File: src/hw/rtl/gfau_pkg.sv
// gfau_pkg: types, action codes and field helpers for the GF(2^8) arithmetic unit
// no dependencies; used by gfau_mult and gf256_arithmetic_unit
package gfau_pkg;

  typedef logic [7:0] byte_t;
  typedef logic [1:0] action_t;

  localparam action_t ACT_ADD   = 2'd0;
  localparam action_t ACT_XTIME = 2'd1;
  localparam action_t ACT_MUL   = 2'd2;
  localparam action_t ACT_INV   = 2'd3;

  // low byte of x^8 + x^4 + x^3 + x + 1
  localparam byte_t GF_POLY = 8'h1b;
  localparam byte_t GF_ONE  = 8'h01;
  // a^254 = a^2 * a^4 * ... * a^128
  localparam int INV_SQUARINGS = 7;

  function automatic byte_t gf_xtime(input byte_t v);
    byte_t shifted;
    shifted = {v[6:0], 1'b0};
    if (v[7]) begin
      shifted = shifted ^ GF_POLY;
    end
    return shifted;
  endfunction

  // squaring is linear: horner over x^2, msb first
  function automatic byte_t gf_square(input byte_t v);
    byte_t acc;
    acc = '0;
    for (int i = 7; i >= 0; i--) begin
      acc = gf_xtime(gf_xtime(acc));
      acc[0] = acc[0] ^ v[i];
    end
    return acc;
  endfunction

endpackage

File: src/hw/rtl/gfau_mult.sv
// gfau_mult: combinational GF(2^8) multiplier, shift-and-add msb first
// depends on gfau_pkg
module gfau_mult (
  input  gfau_pkg::byte_t op_a,
  input  gfau_pkg::byte_t op_b,
  output gfau_pkg::byte_t prod
);

  gfau_pkg::byte_t acc;

  always_comb begin
    acc = '0;
    for (int i = 7; i >= 0; i--) begin
      acc = gfau_pkg::gf_xtime(acc);
      if (op_a[i]) begin
        acc = acc ^ op_b;
      end
    end
  end

  assign prod = acc;

endmodule

File: src/hw/rtl/gf256_arithmetic_unit.sv
// gf256_arithmetic_unit: top level of the GF(2^8) add / xtime / multiply / inverse unit
// depends on gfau_pkg and gfau_mult
//
// Byte arithmetic in GF(2^8) with the AES polynomial. A request is taken on
// every cycle with start high and busy low; busy is high only while reset is
// held, so one request per clock is sustained. Every request yields exactly one
// result, shown on out_result for a single cycle with out_valid high, after the
// request has passed all four register stages, in request order. The result side cannot
// stall and the pipeline never holds anything back, so nothing is buffered.
// The pipeline has four register stages: power generation (a^2..a^128),
// then a three-level tree of GF multipliers that forms a^254 for the inverse;
// the multiply action rides the first multiplier of that tree and passes the
// later levels through a multiply by one. Inverse of zero gives zero.
module gf256_arithmetic_unit (
  input  logic                clk,
  input  logic                rst_n,
  // request side
  input  logic                start,
  output logic                busy,
  input  gfau_pkg::action_t   in_action,
  input  gfau_pkg::byte_t     in_operand_a,
  input  gfau_pkg::byte_t     in_operand_b,
  // result side
  output logic                out_valid,
  output gfau_pkg::byte_t     out_result
);

  localparam int NPOW = gfau_pkg::INV_SQUARINGS;

  logic req_acc;

  // busy only while reset holds the pipeline
  assign busy    = !rst_n;
  assign req_acc = start && !busy;

  // stage 1: squaring chain and the cheap actions
  logic              v1_r;
  gfau_pkg::action_t act1_r;
  gfau_pkg::byte_t   a1_r, b1_r, simp1_r;
  gfau_pkg::byte_t   pow1_r [NPOW];
  gfau_pkg::byte_t   pow_nxt [NPOW];
  gfau_pkg::byte_t   simp_nxt;

  always_comb begin
    pow_nxt[0] = gfau_pkg::gf_square(in_operand_a);
    for (int i = 1; i < NPOW; i++) begin
      pow_nxt[i] = gfau_pkg::gf_square(pow_nxt[i-1]);
    end
    if (in_action == gfau_pkg::ACT_ADD) begin
      simp_nxt = in_operand_a ^ in_operand_b;
    end else begin
      simp_nxt = gfau_pkg::gf_xtime(in_operand_a);
    end
  end

  always_ff @(posedge clk) begin
    if (!rst_n) begin
      v1_r <= 1'b0;
    end else begin
      v1_r <= req_acc;
    end
    act1_r  <= in_action;
    a1_r    <= in_operand_a;
    b1_r    <= in_operand_b;
    simp1_r <= simp_nxt;
    pow1_r  <= pow_nxt;
  end

  // stage 2: first multiplier level; lane 0 carries a*b for multiply requests
  logic              v2_r;
  gfau_pkg::action_t act2_r;
  gfau_pkg::byte_t   simp2_r, p128_2_r;
  gfau_pkg::byte_t   m0_r, m1_r, m2_r;
  gfau_pkg::byte_t   l0_a, l0_b, m0_nxt, m1_nxt, m2_nxt;
  logic              is_mul1;

  assign is_mul1 = (act1_r == gfau_pkg::ACT_MUL);
  assign l0_a    = is_mul1 ? a1_r : pow1_r[0];
  assign l0_b    = is_mul1 ? b1_r : pow1_r[1];

  gfau_mult u_mult_l1_0 (.op_a(l0_a),      .op_b(l0_b),      .prod(m0_nxt));
  gfau_mult u_mult_l1_1 (.op_a(pow1_r[2]), .op_b(pow1_r[3]), .prod(m1_nxt));
  gfau_mult u_mult_l1_2 (.op_a(pow1_r[4]), .op_b(pow1_r[5]), .prod(m2_nxt));

  always_ff @(posedge clk) begin
    if (!rst_n) begin
      v2_r <= 1'b0;
    end else begin
      v2_r <= v1_r;
    end
    act2_r   <= act1_r;
    simp2_r  <= simp1_r;
    p128_2_r <= pow1_r[NPOW-1];
    m0_r     <= m0_nxt;
    m1_r     <= m1_nxt;
    m2_r     <= m2_nxt;
  end

  // stage 3: second level; multiply requests pass through times one
  logic              v3_r;
  gfau_pkg::action_t act3_r;
  gfau_pkg::byte_t   simp3_r, n0_r, n1_r;
  gfau_pkg::byte_t   l2_b, n0_nxt, n1_nxt;
  logic              is_mul2;

  assign is_mul2 = (act2_r == gfau_pkg::ACT_MUL);
  assign l2_b    = is_mul2 ? gfau_pkg::GF_ONE : m1_r;

  gfau_mult u_mult_l2_0 (.op_a(m0_r), .op_b(l2_b),     .prod(n0_nxt));
  gfau_mult u_mult_l2_1 (.op_a(m2_r), .op_b(p128_2_r), .prod(n1_nxt));

  always_ff @(posedge clk) begin
    if (!rst_n) begin
      v3_r <= 1'b0;
    end else begin
      v3_r <= v2_r;
    end
    act3_r  <= act2_r;
    simp3_r <= simp2_r;
    n0_r    <= n0_nxt;
    n1_r    <= n1_nxt;
  end

  // stage 4: last level and result select into the output register
  logic            v4_r;
  gfau_pkg::byte_t res4_r;
  gfau_pkg::byte_t l3_b, fin_prod, res_nxt;

  assign l3_b = (act3_r == gfau_pkg::ACT_MUL) ? gfau_pkg::GF_ONE : n1_r;

  gfau_mult u_mult_l3 (.op_a(n0_r), .op_b(l3_b), .prod(fin_prod));

  always_comb begin
    case (act3_r)
      gfau_pkg::ACT_ADD:   res_nxt = simp3_r;
      gfau_pkg::ACT_XTIME: res_nxt = simp3_r;
      gfau_pkg::ACT_MUL:   res_nxt = fin_prod;
      gfau_pkg::ACT_INV:   res_nxt = fin_prod;
      default:             res_nxt = fin_prod;
    endcase
  end

  always_ff @(posedge clk) begin
    if (!rst_n) begin
      v4_r <= 1'b0;
    end else begin
      v4_r <= v3_r;
    end
    res4_r <= res_nxt;
  end

  assign out_valid  = v4_r;
  assign out_result = res4_r;

  // every accepted request comes out as a result strobe
  a_req_to_result: assert property (@(posedge clk) disable iff (!rst_n)
    req_acc |-> ##4 out_valid)
    else $error("request did not produce a result after four cycles");

  a_result_has_req: assert property (@(posedge clk) disable iff (!rst_n)
    out_valid |-> $past(req_acc, 4))
    else $error("result strobe without a matching request");

  // inverse of zero is zero
  a_inv_zero: assert property (@(posedge clk) disable iff (!rst_n)
    (req_acc && in_action == gfau_pkg::ACT_INV && in_operand_a == 8'h00)
      |-> ##4 (out_result == 8'h00))
    else $error("inverse of zero is not zero");

  // multiply by one returns the other operand through the tree bypass
  a_mul_one: assert property (@(posedge clk) disable iff (!rst_n)
    (req_acc && in_action == gfau_pkg::ACT_MUL && in_operand_a == gfau_pkg::GF_ONE)
      |-> ##4 (out_result == $past(in_operand_b, 4)))
    else $error("multiply by one lost the second operand");

endmodule
File: config.mk
export PLATFORM = sky130hd
export DESIGN_NAME = gf256_arithmetic_unit
export DESIGN_NICKNAME = d
export VERILOG_FILES = /design/src/hw/rtl/gfau_pkg.sv /design/src/hw/rtl/gfau_mult.sv /design/src/hw/rtl/gf256_arithmetic_unit.sv
export SDC_FILE = /design/constraint.sdc
export NUM_CORES = 1
export LEC_CHECK = 0
export BUFFER_PORTS_ARGS = -buffer_cell sky130_fd_sc_hd__buf_2
export CAP_MARGIN = 20
export CELL_PAD_IN_SITES_DETAIL_PLACEMENT = 1
export CELL_PAD_IN_SITES_GLOBAL_PLACEMENT = 1
export CORE_UTILIZATION = 52
export DETAILED_ROUTE_END_ITERATION = 16
export GPL_TIMING_DRIVEN = 0
export HOLD_SLACK_MARGIN = 0.02
export PLACE_DENSITY_LB_ADDON = 0.08
export SYNTH_ARGS = -nofsm -noshare
export SYNTH_HDL_FRONTEND = slang
export SYNTH_SLANG_ARGS = --single-unit
File: constraint.sdc
create_clock -name clk -period 4.8 [get_ports clk]
set_clock_uncertainty 0.1 [all_clocks]
set_input_delay 0.24 -clock clk [delete_from_list [all_inputs] [get_ports clk]]
set_output_delay 0.24 -clock clk [all_outputs]
set_load 0.02 [all_outputs]
Yosys cells after proc, flatten, opt, wreduce, memory -nomap -nowiden
Index checks and enable logic that the tools add are counted.
{"block": "totals", "regBits": 162, "latch_bits": 0, "ramBits": 0, "rom_bits": 0, "inputBits": 21, "out_inout_bits": 10, "word_cells": 346, "mem_count": 0}
{"block": "classes", "addsub": 0, "n_mul": 0, "div": 0, "n_lt_le_gt_ge": 0, "eq_ne": 5, "n_shift": 0, "n_mux": 146, "bitwise": 163, "reduce_logical": 6}
{"operator": "5-bit two-way mux", "count": 92}
{"operator": "8-bit two-way mux", "count": 53}
{"operator": "4-bit inverter", "count": 92}
{"operator": "8-bit bitwise XOR", "count": 43}
{"operator": "1-bit bitwise XOR", "count": 28}
{"operator": "8-bit one-hot mux with 2 select lines", "count": 1}
{"operator": "2-bit == test, second input constant", "count": 4}
{"operator": "2-bit zero test", "count": 2}
{"operator": "2-bit OR reduction", "count": 2}
{"operator": "2-bit by 1-bit == test with 1-bit output, second input constant", "count": 1}
{"operator": "1-bit logical AND", "count": 1}
{"operator": "1-bit zero test", "count": 1}

Logic depth before layout (Yosys ltp)
Gate-level depths: netlist (run 1).
{"block": "depth", "depth_word": 114, "ltp_mapped": 12, "mapped_depth_nobuf": 8}

Hierarchy
A second synthesis (run 1) with hierarchy kept.
{"block": "unflattened", "cells_unflattened": 1347, "hier_area_um2": 11921.4}
{"mod": "gfau_mult", "n_inst": 6, "cells_per_inst": 171, "area_each_um2": 1221.2, "seq_area_each_um2": 0.0}
{"mod": "gf256_arithmetic_unit", "n_inst": 1, "cells_per_inst": 321, "area_each_um2": 4594.4, "seq_area_each_um2": 3243.1}

Least setup slack after synthesis (run 1)
OpenSTA, ideal clock, no wires.
{"block": "synth_timing", "kind": "register to register", "startpoint": "reg n1_r[7]", "endpoint": "reg res4_r[3], in the netlist out_result[3]", "setup_time_ns": 0.121, "arrival_time_ns": 2.147, "required_ns": 4.579, "slack_ns": 2.433, "path_stages_with_launch": 10, "n_path_buf": 1, "period_less_slack_ns": 2.367, "cell_sequence": "dfxtp_1 buf_4 nand2_1 xnor3_2 xnor3_1 xnor2_2 nor2_1 xnor2_1 xnor2_1 mux2_2"}
{"block": "synth_via", "elab_chain_len": 22, "word_cells_on_any_way": 27, "classes_between": "17 x mux; 10 x bitwise"}
{"element": "from (decl)", "line": "gf256_arithmetic_unit.sv:102", "source": "gfau_pkg::byte_t simp3_r, n0_r, n1_r;"}
{"element": "from (signal assigned)", "line": "gf256_arithmetic_unit.sv:121", "source": "n1_r <= n1_nxt;"}
{"element": "8-bit two-way mux (*)", "line": "gf256_arithmetic_unit.sv:129", "source": "assign l3_b = (act3_r == gfau_pkg::ACT_MUL) ? gfau_pkg::GF_ONE : n1_r;"}
{"element": "8-bit two-way mux", "line": "gfau_mult.sv:15", "source": "if (op_a[i]) begin"}
{"element": "5-bit two-way mux", "line": "gfau_pkg.sv:22", "source": "if (v[7]) begin"}
{"element": "8-bit bitwise XOR", "line": "gfau_mult.sv:16", "source": "acc = acc ^ op_b;"}
{"element": "8-bit two-way mux", "line": "gfau_mult.sv:15"}
{"element": "8-bit bitwise XOR", "line": "gfau_mult.sv:16"}
{"element": "8-bit two-way mux", "line": "gfau_mult.sv:15"}
{"element": "8-bit bitwise XOR", "line": "gfau_mult.sv:16"}
{"element": "[7 not listed]"}
{"element": "8-bit bitwise XOR", "line": "gfau_mult.sv:16"}
{"element": "8-bit two-way mux (*)", "line": "gfau_mult.sv:15"}
{"element": "4-bit inverter (no source line)"}
{"element": "5-bit two-way mux (*)", "line": "gfau_pkg.sv:22"}
{"element": "8-bit bitwise XOR", "line": "gfau_mult.sv:16"}
{"element": "8-bit two-way mux (*)", "line": "gfau_mult.sv:15"}
{"element": "8-bit one-hot mux with 2 select lines (*)", "line": "gf256_arithmetic_unit.sv:134", "source": "case (act3_r)"}
{"element": "via res_nxt[3]", "line": "gf256_arithmetic_unit.sv:127", "source": "gfau_pkg::byte_t l3_b, fin_prod, res_nxt;"}
{"element": "to (signal assigned)", "line": "gf256_arithmetic_unit.sv:149", "source": "res4_r <= res_nxt;"}
{"element": "to (decl)", "line": "gf256_arithmetic_unit.sv:126", "source": "gfau_pkg::byte_t res4_r;"}
Mark *: on every way through the listed nets, which the timed path passes. The rest lies on a longest branch.
A chain may end at the register's enable or synchronous reset.

Worst setup path after layout (run 1)
{"block": "layout_timing", "startpoint": "reg act1_r[0]", "endpoint": "reg m0_r[4]"}
{"block": "layout_via", "elab_chain_len": 25, "word_cells_on_any_way": 31, "classes_between": "1 x eq/ne; 17 x mux; 13 x bitwise"}
{"element": "from (decl)", "line": "gf256_arithmetic_unit.sv:38", "source": "gfau_pkg::action_t act1_r;"}
{"element": "from (signal assigned)", "line": "gf256_arithmetic_unit.sv:62", "source": "act1_r <= in_action;"}
{"element": "2-bit == test (*)", "line": "gf256_arithmetic_unit.sv:77", "source": "assign is_mul1 = (act1_r == gfau_pkg::ACT_MUL);"}
{"element": "8-bit two-way mux (on tied branches)", "line": "gf256_arithmetic_unit.sv:79, gf256_arithmetic_unit.sv:78"}
{"element": "8-bit two-way mux", "line": "gfau_mult.sv:15"}
{"element": "8-bit bitwise XOR", "line": "gfau_mult.sv:16"}
{"element": "8-bit two-way mux", "line": "gfau_mult.sv:15"}
{"element": "8-bit bitwise XOR", "line": "gfau_mult.sv:16"}
{"element": "8-bit two-way mux", "line": "gfau_mult.sv:15"}
{"element": "5-bit two-way mux", "line": "gfau_pkg.sv:22"}
{"element": "[10 not listed]"}
{"element": "5-bit two-way mux", "line": "gfau_pkg.sv:22"}
{"element": "8-bit bitwise XOR", "line": "gfau_mult.sv:16"}
{"element": "8-bit two-way mux", "line": "gfau_mult.sv:15"}
{"element": "4-bit inverter (no source line)"}
{"element": "5-bit two-way mux", "line": "gfau_pkg.sv:22"}
{"element": "8-bit bitwise XOR", "line": "gfau_mult.sv:16"}
{"element": "8-bit two-way mux (*)", "line": "gfau_mult.sv:15"}
{"element": "via m0_nxt[4]", "line": "gf256_arithmetic_unit.sv:74", "source": "gfau_pkg::byte_t l0_a, l0_b, m0_nxt, m1_nxt, m2_nxt;"}
{"element": "to (signal assigned)", "line": "gf256_arithmetic_unit.sv:94", "source": "m0_r <= m0_nxt;"}
{"element": "to (decl)", "line": "gf256_arithmetic_unit.sv:73", "source": "gfau_pkg::byte_t m0_r, m1_r, m2_r;"}
Marked as above.

==> metrics.csv, run 1 <==
metric,value,unit
status,finished clean,
syn_area,11320,µm²
startpoint,act1_r[0],
core,21150,µm²
vias,9365,
synth-edff-count,0,
grt_pass1_wl,50.50,mm
grt_max_degree,19,
synthFlopType,dfxtp_1,
cts.sinks,162,
hold_viol,0,
nets,1514,
worstSetupEndpointType,flip-flop,
tritoncts,done,
fin_setup_tns,0,ps
insertion_delay,440,ps
initial_core_util,53.51,%
hold_class,flip-flop to flip-flop,
post_cts_buffers,0,
dr.pass1.iters,5,
crit_buf_inv,1,
crit_top_cell,xnor2_1,
r2r_cells,9,
drive_gt1_share,6.972,%
synth_seq_area_share,28.65,%
antenna_cells,0,
routed.top_layer,met4,
period_share,60.89,%
syn_area_per_cell,7.960,µm²
synthCells,1422,
rr_endpoint,m0_r[4],
r2r_setup_slack,1880,ps
max_stage_delay,620,ps
yosys-top-cells-area,"dfxtp_1, xnor2_1, nand2_1",
die_h,149.5,µm
via_per_inst,5.258,
post-dp-hpwl,22.04,mm
r2r_start,act1_r[0],
crit_chain,nand2b_4 -> buf_6 -> mux2i_1 -> nor2_1 -> xor2_1 -> xnor2_1 -> xnor2_4 -> xnor2_2 -> xnor2_1,
crit_required,5020,ps
post-route-drc-count,0,
antenna_found_initial,0,
cap_violations,0,
rsz0062_at_grt,no,
yosysWarnings,0,
drv_slew,0,
cts_root_buf,clkbuf_16,
dr_wl_met2,15.65,mm
dr_wl_met3,852,µm
hold_depth,0,
grt_pass1_vias,9802,
cp_top_family,XOR/XNOR gates,
cp-start-kind,flip-flop,
grt_overflow,0,
setup_viol,0,
crit_cells,9,
ys_seq_elements,162,
synth_top_area_cell,dfxtp_1,
slew_headroom,30.31,%
syn_to_final_growth,11.53,%
tightest_slew,1045,ps
clockBufferDepth,2,
critPathSlowestCell,mux2i_1,
cts_buffers,17,
syn_nets,1443,
place_congestion,0.8574,
grt.total_usage,28.89,%
synth_top_area_share,28.65,%
dieArea,22360,µm²
ant_nets,0,
wl_per_cell,17.72,µm
row_count,53,
wl_met1,14.39,mm
cts.repair.resized,0,
ioPinCount,31,
cp_max_fo,9,
ys_async_sr_fraction,0,%
critPathKind,flip-flop to flip-flop,
clkTransAtPathRegs,80,ps
drt_iter0_drc,304,
cp-endpoint,m0_r[4],
fin_crit,2923,ps
die_x,149.5,µm
ys_types,58,
fmax,0.3422,GHz
arrival,3140,ps
io_buffers,30,
routed_wirelength,31.57,mm
htreeDepth,4,
==> layer usage <==
metal	track usage, %	vias up
met1	36.42	4602
met5	0	-
met4	10.00	0
met2	50.23	150
met3	3.841	47
li1	-	4566
==> layout by cell type, fill, tap and decap left out, types with 21 or more instances in the layout <==
cell	instances
a21oi_1	30
nor2_1	59
mux2i_1	29
dfxtp_1	162
inv_1	24
dlygate4sd3_1	21
clkbuf_1	82
xor2_1	113
nand2_1	380
xnor2_1	362
buf_2	44
==> synthesized netlist by cell type (4+ instances only) <==
library cell	n
a211oi_1	7
a21oi_1	30
a22oi_1	4
a31oi_1	4
and2_1	5
buf_1	10
buf_2	14
buf_4	5
clkbuf_1	82
dfxtp_1	162
inv_1	24
mux2_2	7
mux2i_1	29
nand2_1	380
nand2b_1	6
nand3_1	13
nor2_1	59
nor2b_1	6
nor3b_1	5
o211ai_1	7
o21ai_0	19
o21ai_1	9
o22ai_1	6
xnor2_1	362
xnor2_2	4
xnor3_1	5
xor2_1	113
==> metrics by stage <==
stage	hold slack [ps]	instances	cell area [µm²]	utilization [%]	worst slack, ps
6_report	227.2	1781	12620	59.68	1878
5_1_grt	236.0	1781	12620	59.68	1744
4_1_cts	231.4	1780	12620	59.64	1982
3_5_place_dp	213.5	1727	11810	55.85	2000
3_3_place_gp	210.4	1727	11810	55.85	2077
2_1_floorplan	167.7	1422	11320	-	2433
==> kinds of logic (layout without fill, tap and decap cells) <==
kind of cell | count (synthesis) | after routing | synth area share [%]
DFF | 162 | 162 | 28.65
muxes | 40 | 40 | 3.836
buffers and inverters | 137 | 221 | 4.996
and+or+nand+nor | 488 | 488 | 17.37
AOI/OAI and AO/OA | 107 | 107 | 6.024
xor gates and xnor gates | 488 | 488 | 39.13
==> worst reg2reg max path, stage by stage, from the launching register on <==
cell and delay, ps:
dfxtp_1 390, nand2b_4 150, buf_6 160, mux2i_1 630
nor2_1 140, xor2_1 200, xnor2_1 540, xnor2_4 160
xnor2_2 230, xnor2_1 110
==> layout make-up <==
type	instances	area (µm²)
fillers	2610	8529
multi-input cells	1123	7511
clock inverters	15	167.7
repair buffers	52	367.9
inverters	24	90.09
plain buffers	113	475.5
well taps	275	344.1
flip-flops and latches	162	3243
clock buffers	17	425.4
==> worst min-delay path by stage <==
stage               startpoint     endpoint
6_report            simp1_r[5]   simp2_r[5]
5_1_grt             simp2_r[5]   simp3_r[5]
4_1_cts              pow1_r[1]  p128_2_r[1]
3_5_place_dp        simp2_r[1]   simp3_r[1]
3_3_place_gp        simp2_r[2]   simp3_r[2]
2_1_floorplan  in_operand_a[0]      a1_r[0]
==> sequential cells by signal, indices dropped and copies added, names as in the netlist, 2 cells and up <==
signal,flops
simp2_r,8
m1_r,8
out_result,8
simp1_r,8
m0_r,8
act3_r,2
a1_r,8
simp3_r,8
m2_r,8
pow1_r,56
act1_r,2
n1_r,8
p128_2_r,8
act2_r,2
b1_r,8
n0_r,8
==> what timing repair did <==
action	in CTS	in global routing
setup endpoints to repair	0	0
endpoints found under the hold margin	26	0
hold buffers	21	0
Power of run 1 is not shown: default switching activity piles up to over one toggle a cycle in this logic, so the estimate is an artifact.
==> inputs of run 2 (changes only) <==
--- a/config.mk
+++ b/config.mk
@@ -5,11 +5,12 @@
 export SDC_FILE = /design/constraint.sdc
 export NUM_CORES = 1
 export LEC_CHECK = 0
+export ABC_AREA = 1
 export BUFFER_PORTS_ARGS = -buffer_cell sky130_fd_sc_hd__buf_2
 export CAP_MARGIN = 20
 export CELL_PAD_IN_SITES_DETAIL_PLACEMENT = 1
 export CELL_PAD_IN_SITES_GLOBAL_PLACEMENT = 1
-export CORE_UTILIZATION = 52
+export CORE_UTILIZATION = 47
 export DETAILED_ROUTE_END_ITERATION = 16
 export GPL_TIMING_DRIVEN = 0
 export HOLD_SLACK_MARGIN = 0.02
==> constraint.sdc (replaced) <==
create_clock -name clk -period 3.1 [get_ports clk]
set_clock_uncertainty 0.1 [all_clocks]
set_input_delay 0.155 -clock clk [delete_from_list [all_inputs] [get_ports clk]]
set_output_delay 0.155 -clock clk [all_outputs]
set_load 0.02 [all_outputs]
==> run 2 against run 1 <==
Against the previous run:
- worst setup slack got worse by 1700 ps
- critical path depth rose by 1
- final cell count rose by 14%
- wire length fell by 0.87%
- cell area rose by 4.4%
- die area rose by 13%
- register-to-register slack got worse by 1700 ps
- critical path type unchanged
- critical endpoint is now n0_r[3]
- largest cell class unchanged
- highest routed layer unchanged
==> metrics.csv, run 2 <==
metric,value,unit,change
top_register,pow1_r,,
cp-start-kind,flip-flop,,
ys_top_cells_by_count,"nand2_1, xor2_1, xnor2_1",,
cts_root_buf,clkbuf_16,,
io_buffers,30,,unchanged
post-route-drc-count,0,,unchanged
tritoncts,done,,
grt_pass1_vias,10400,,+6.1%
cap_violations,0,,unchanged
htreeDepth,4,,unchanged
drive_gt1_share,11.29,%,+4.3 points
yosysWarnings,0,,unchanged
grt.total_usage,25.63,%,-3.3 points
r2r_setup_slack,140,ps,-1740 ps
rsz0062_at_grt,yes,,
yosysMostFrequentCell,nand2_1,,
post-dp-hpwl,23.59,mm,+7.0%
dieArea,25320,µm²,+13%
status,finished clean,,
ys_seq_elements,162,,unchanged
synthCells,1608,,+13%
fin_util,54.36,%,-5.3 points
grt_pass1_wl,52.23,mm,+3.4%
ioPinCount,31,,unchanged
slew_headroom,41.86,%,+12 points
via_per_inst,4.890,,-7.0%
insertion_delay,440,ps,about the same
r2r_cells,10,,+1
drv_slew,0,,unchanged
layout_commonest_cell,nand2_1,,
cts.sinks,162,,unchanged
routed_wirelength,31.29,mm,-0.87%
nets,1709,,+13%
tightest_slew,863.0,ps,-182.4 ps
grt_max_degree,19,,unchanged
hold_class,flip-flop to flip-flop,,
critPathKind,flip-flop to flip-flop,,
arrival,3190,ps,+50 ps
fmax,0.3378,GHz,-1.3%
cp_max_fo,8,,-1
grt_overflow,0,,unchanged
row_count,57,,+7.5%
place_congestion,0.8444,,-1.5%
ant_nets,0,,unchanged
crit_required,3330,ps,-1690 ps
wl_per_cell,15.45,µm,-13%
dr.pass1.iters,4,,-1
initial_core_util,47.85,%,-5.7 points
clkTransAtPathRegs,70,ps,about the same
nFillCells,3150,,+21%
antenna_found_initial,0,,unchanged
drt_iter0_drc,402,,+32%
finalNonFillerCells,2025,,+14%
yosys-top-cells-area,"dfxtp_1, xor2_1, nand2_1",,
synth_top_area_share,27.95,%,-0.70 points
hold_depth,0,,unchanged
period_share,95.49,%,+35 points
ys_types,38,,-34%
fin_crit,2960,ps,+37.68 ps
synth_top_area_cell,dfxtp_1,,
syn_area_per_cell,7.215,µm²,-9.4%
antenna_cells,0,,unchanged
whs,226.6,ps,-0.6040 ps
synth-edff-count,0,,unchanged
hold_viol,0,,unchanged
dp_cells,1962,,+14%
die_x,159.1,µm,+6.4%
worstSetupEndpointType,flip-flop,,
core,24250,µm²,+15%
syn_nets,1629,,+13%
synth_seq_area_share,27.95,%,-0.70 points
cts_buffers,17,,unchanged
ys_async_sr_fraction,0,%,unchanged
largest_reg_flops,56,,unchanged
vias,9903,,+5.7%
mostFrequentLayoutCells,"nand2_1, xor2_1, xnor2_1",,
syn_area,11600,µm²,+2.5%
syn_to_final_growth,13.60,%,
setup_viol,0,,unchanged
clockBufferDepth,2,,unchanged
synthFlopType,dfxtp_1,,
die_h,159.1,µm,+6.4%
==> run 2: changes by cell type after synthesis, sizes merged, moves of 13 or more <==
cell / change
xnor2: -176
nand2: +154
xor2: +130
inv: +115
nand3: +87
nor2: +50
clkbuf: -45
mux2i: -32
a21oi: -13
==> run 2: cells by family (layout without fill, tap and decap cells) <==
kind of cell	after synthesis	after routing	share of synthesized area, %
simple gates	759	759	28.10
buf+inv	200	293	7.074
compound gates	49	49	2.351
flops	162	162	27.95
xor+xnor	437	437	34.42
mux	1	1	0.09705
==> run 2: cell type report <==
type | count | area, µm² | share of cell area [%]
tap | 324 | 405.4 | 3.076
inverter | 139 | 531.8 | 4.035
buffer | 60 | 296.5 | 2.250
multi-input combinational | 1246 | 7649 | 58.03
clock inverter | 15 | 186.4 | 1.414
timing repair buffer | 62 | 442.9 | 3.361
sequential | 162 | 3243 | 24.61
clock buffer | 17 | 425.4 | 3.228
==> run 2: stage by stage <==
stage	worst slack, ps	cell area [µm²]	TNS [ps]
2_1_floorplan	680.3	11600	0
3_3_place_gp	98.69	12160	0
3_5_place_dp	-0.2172	12160	-0.2172
4_1_cts	43.02	12990	0
5_1_grt	-50.23	13180	-124.7
6_report	139.8	13180	0
==> run 2: repair_timing <==
item	in CTS	in global routing
hold endpoints to repair	30	0
hold buffers	21	0
pin swaps	0	6
setup buffers	0	10
gates resized for setup	1	28
endpoints found under the setup margin	1	15
==> run 2: worst max-delay path, stage by stage, from the launching register on <==
cell and delay (ps):
dfxtp_1 390, nor2_1 80, nor2_1 560, nand2_1 140, xor2_1 190, xnor2_1 210, xnor2_1 180, xor2_1 580
xnor2_1 210, xnor2_1 150, inv_1 50
==> run 2: path summary, 6_finish.rpt <==
kind / from / end
worst max-delay path: act2_r[0] / n0_r[3]
worst max register to register: act2_r[0] / n0_r[3]
worst min register to register: simp1_r[1] / simp2_r[1]
worst min-delay path: simp1_r[1] / simp2_r[1]
==> run 2: routing by layer <==
metal  vias to the layer above  track usage (%)  share of wire [%]
li1                       4983                -                  -
met3                        32            3.230                2.0
met4                         0            6.206                1.3
met2                        97            47.15                 51
met5                         -                0                  0
met1                      4791            31.47                 46
Power of run 2 is left out for the same reason.
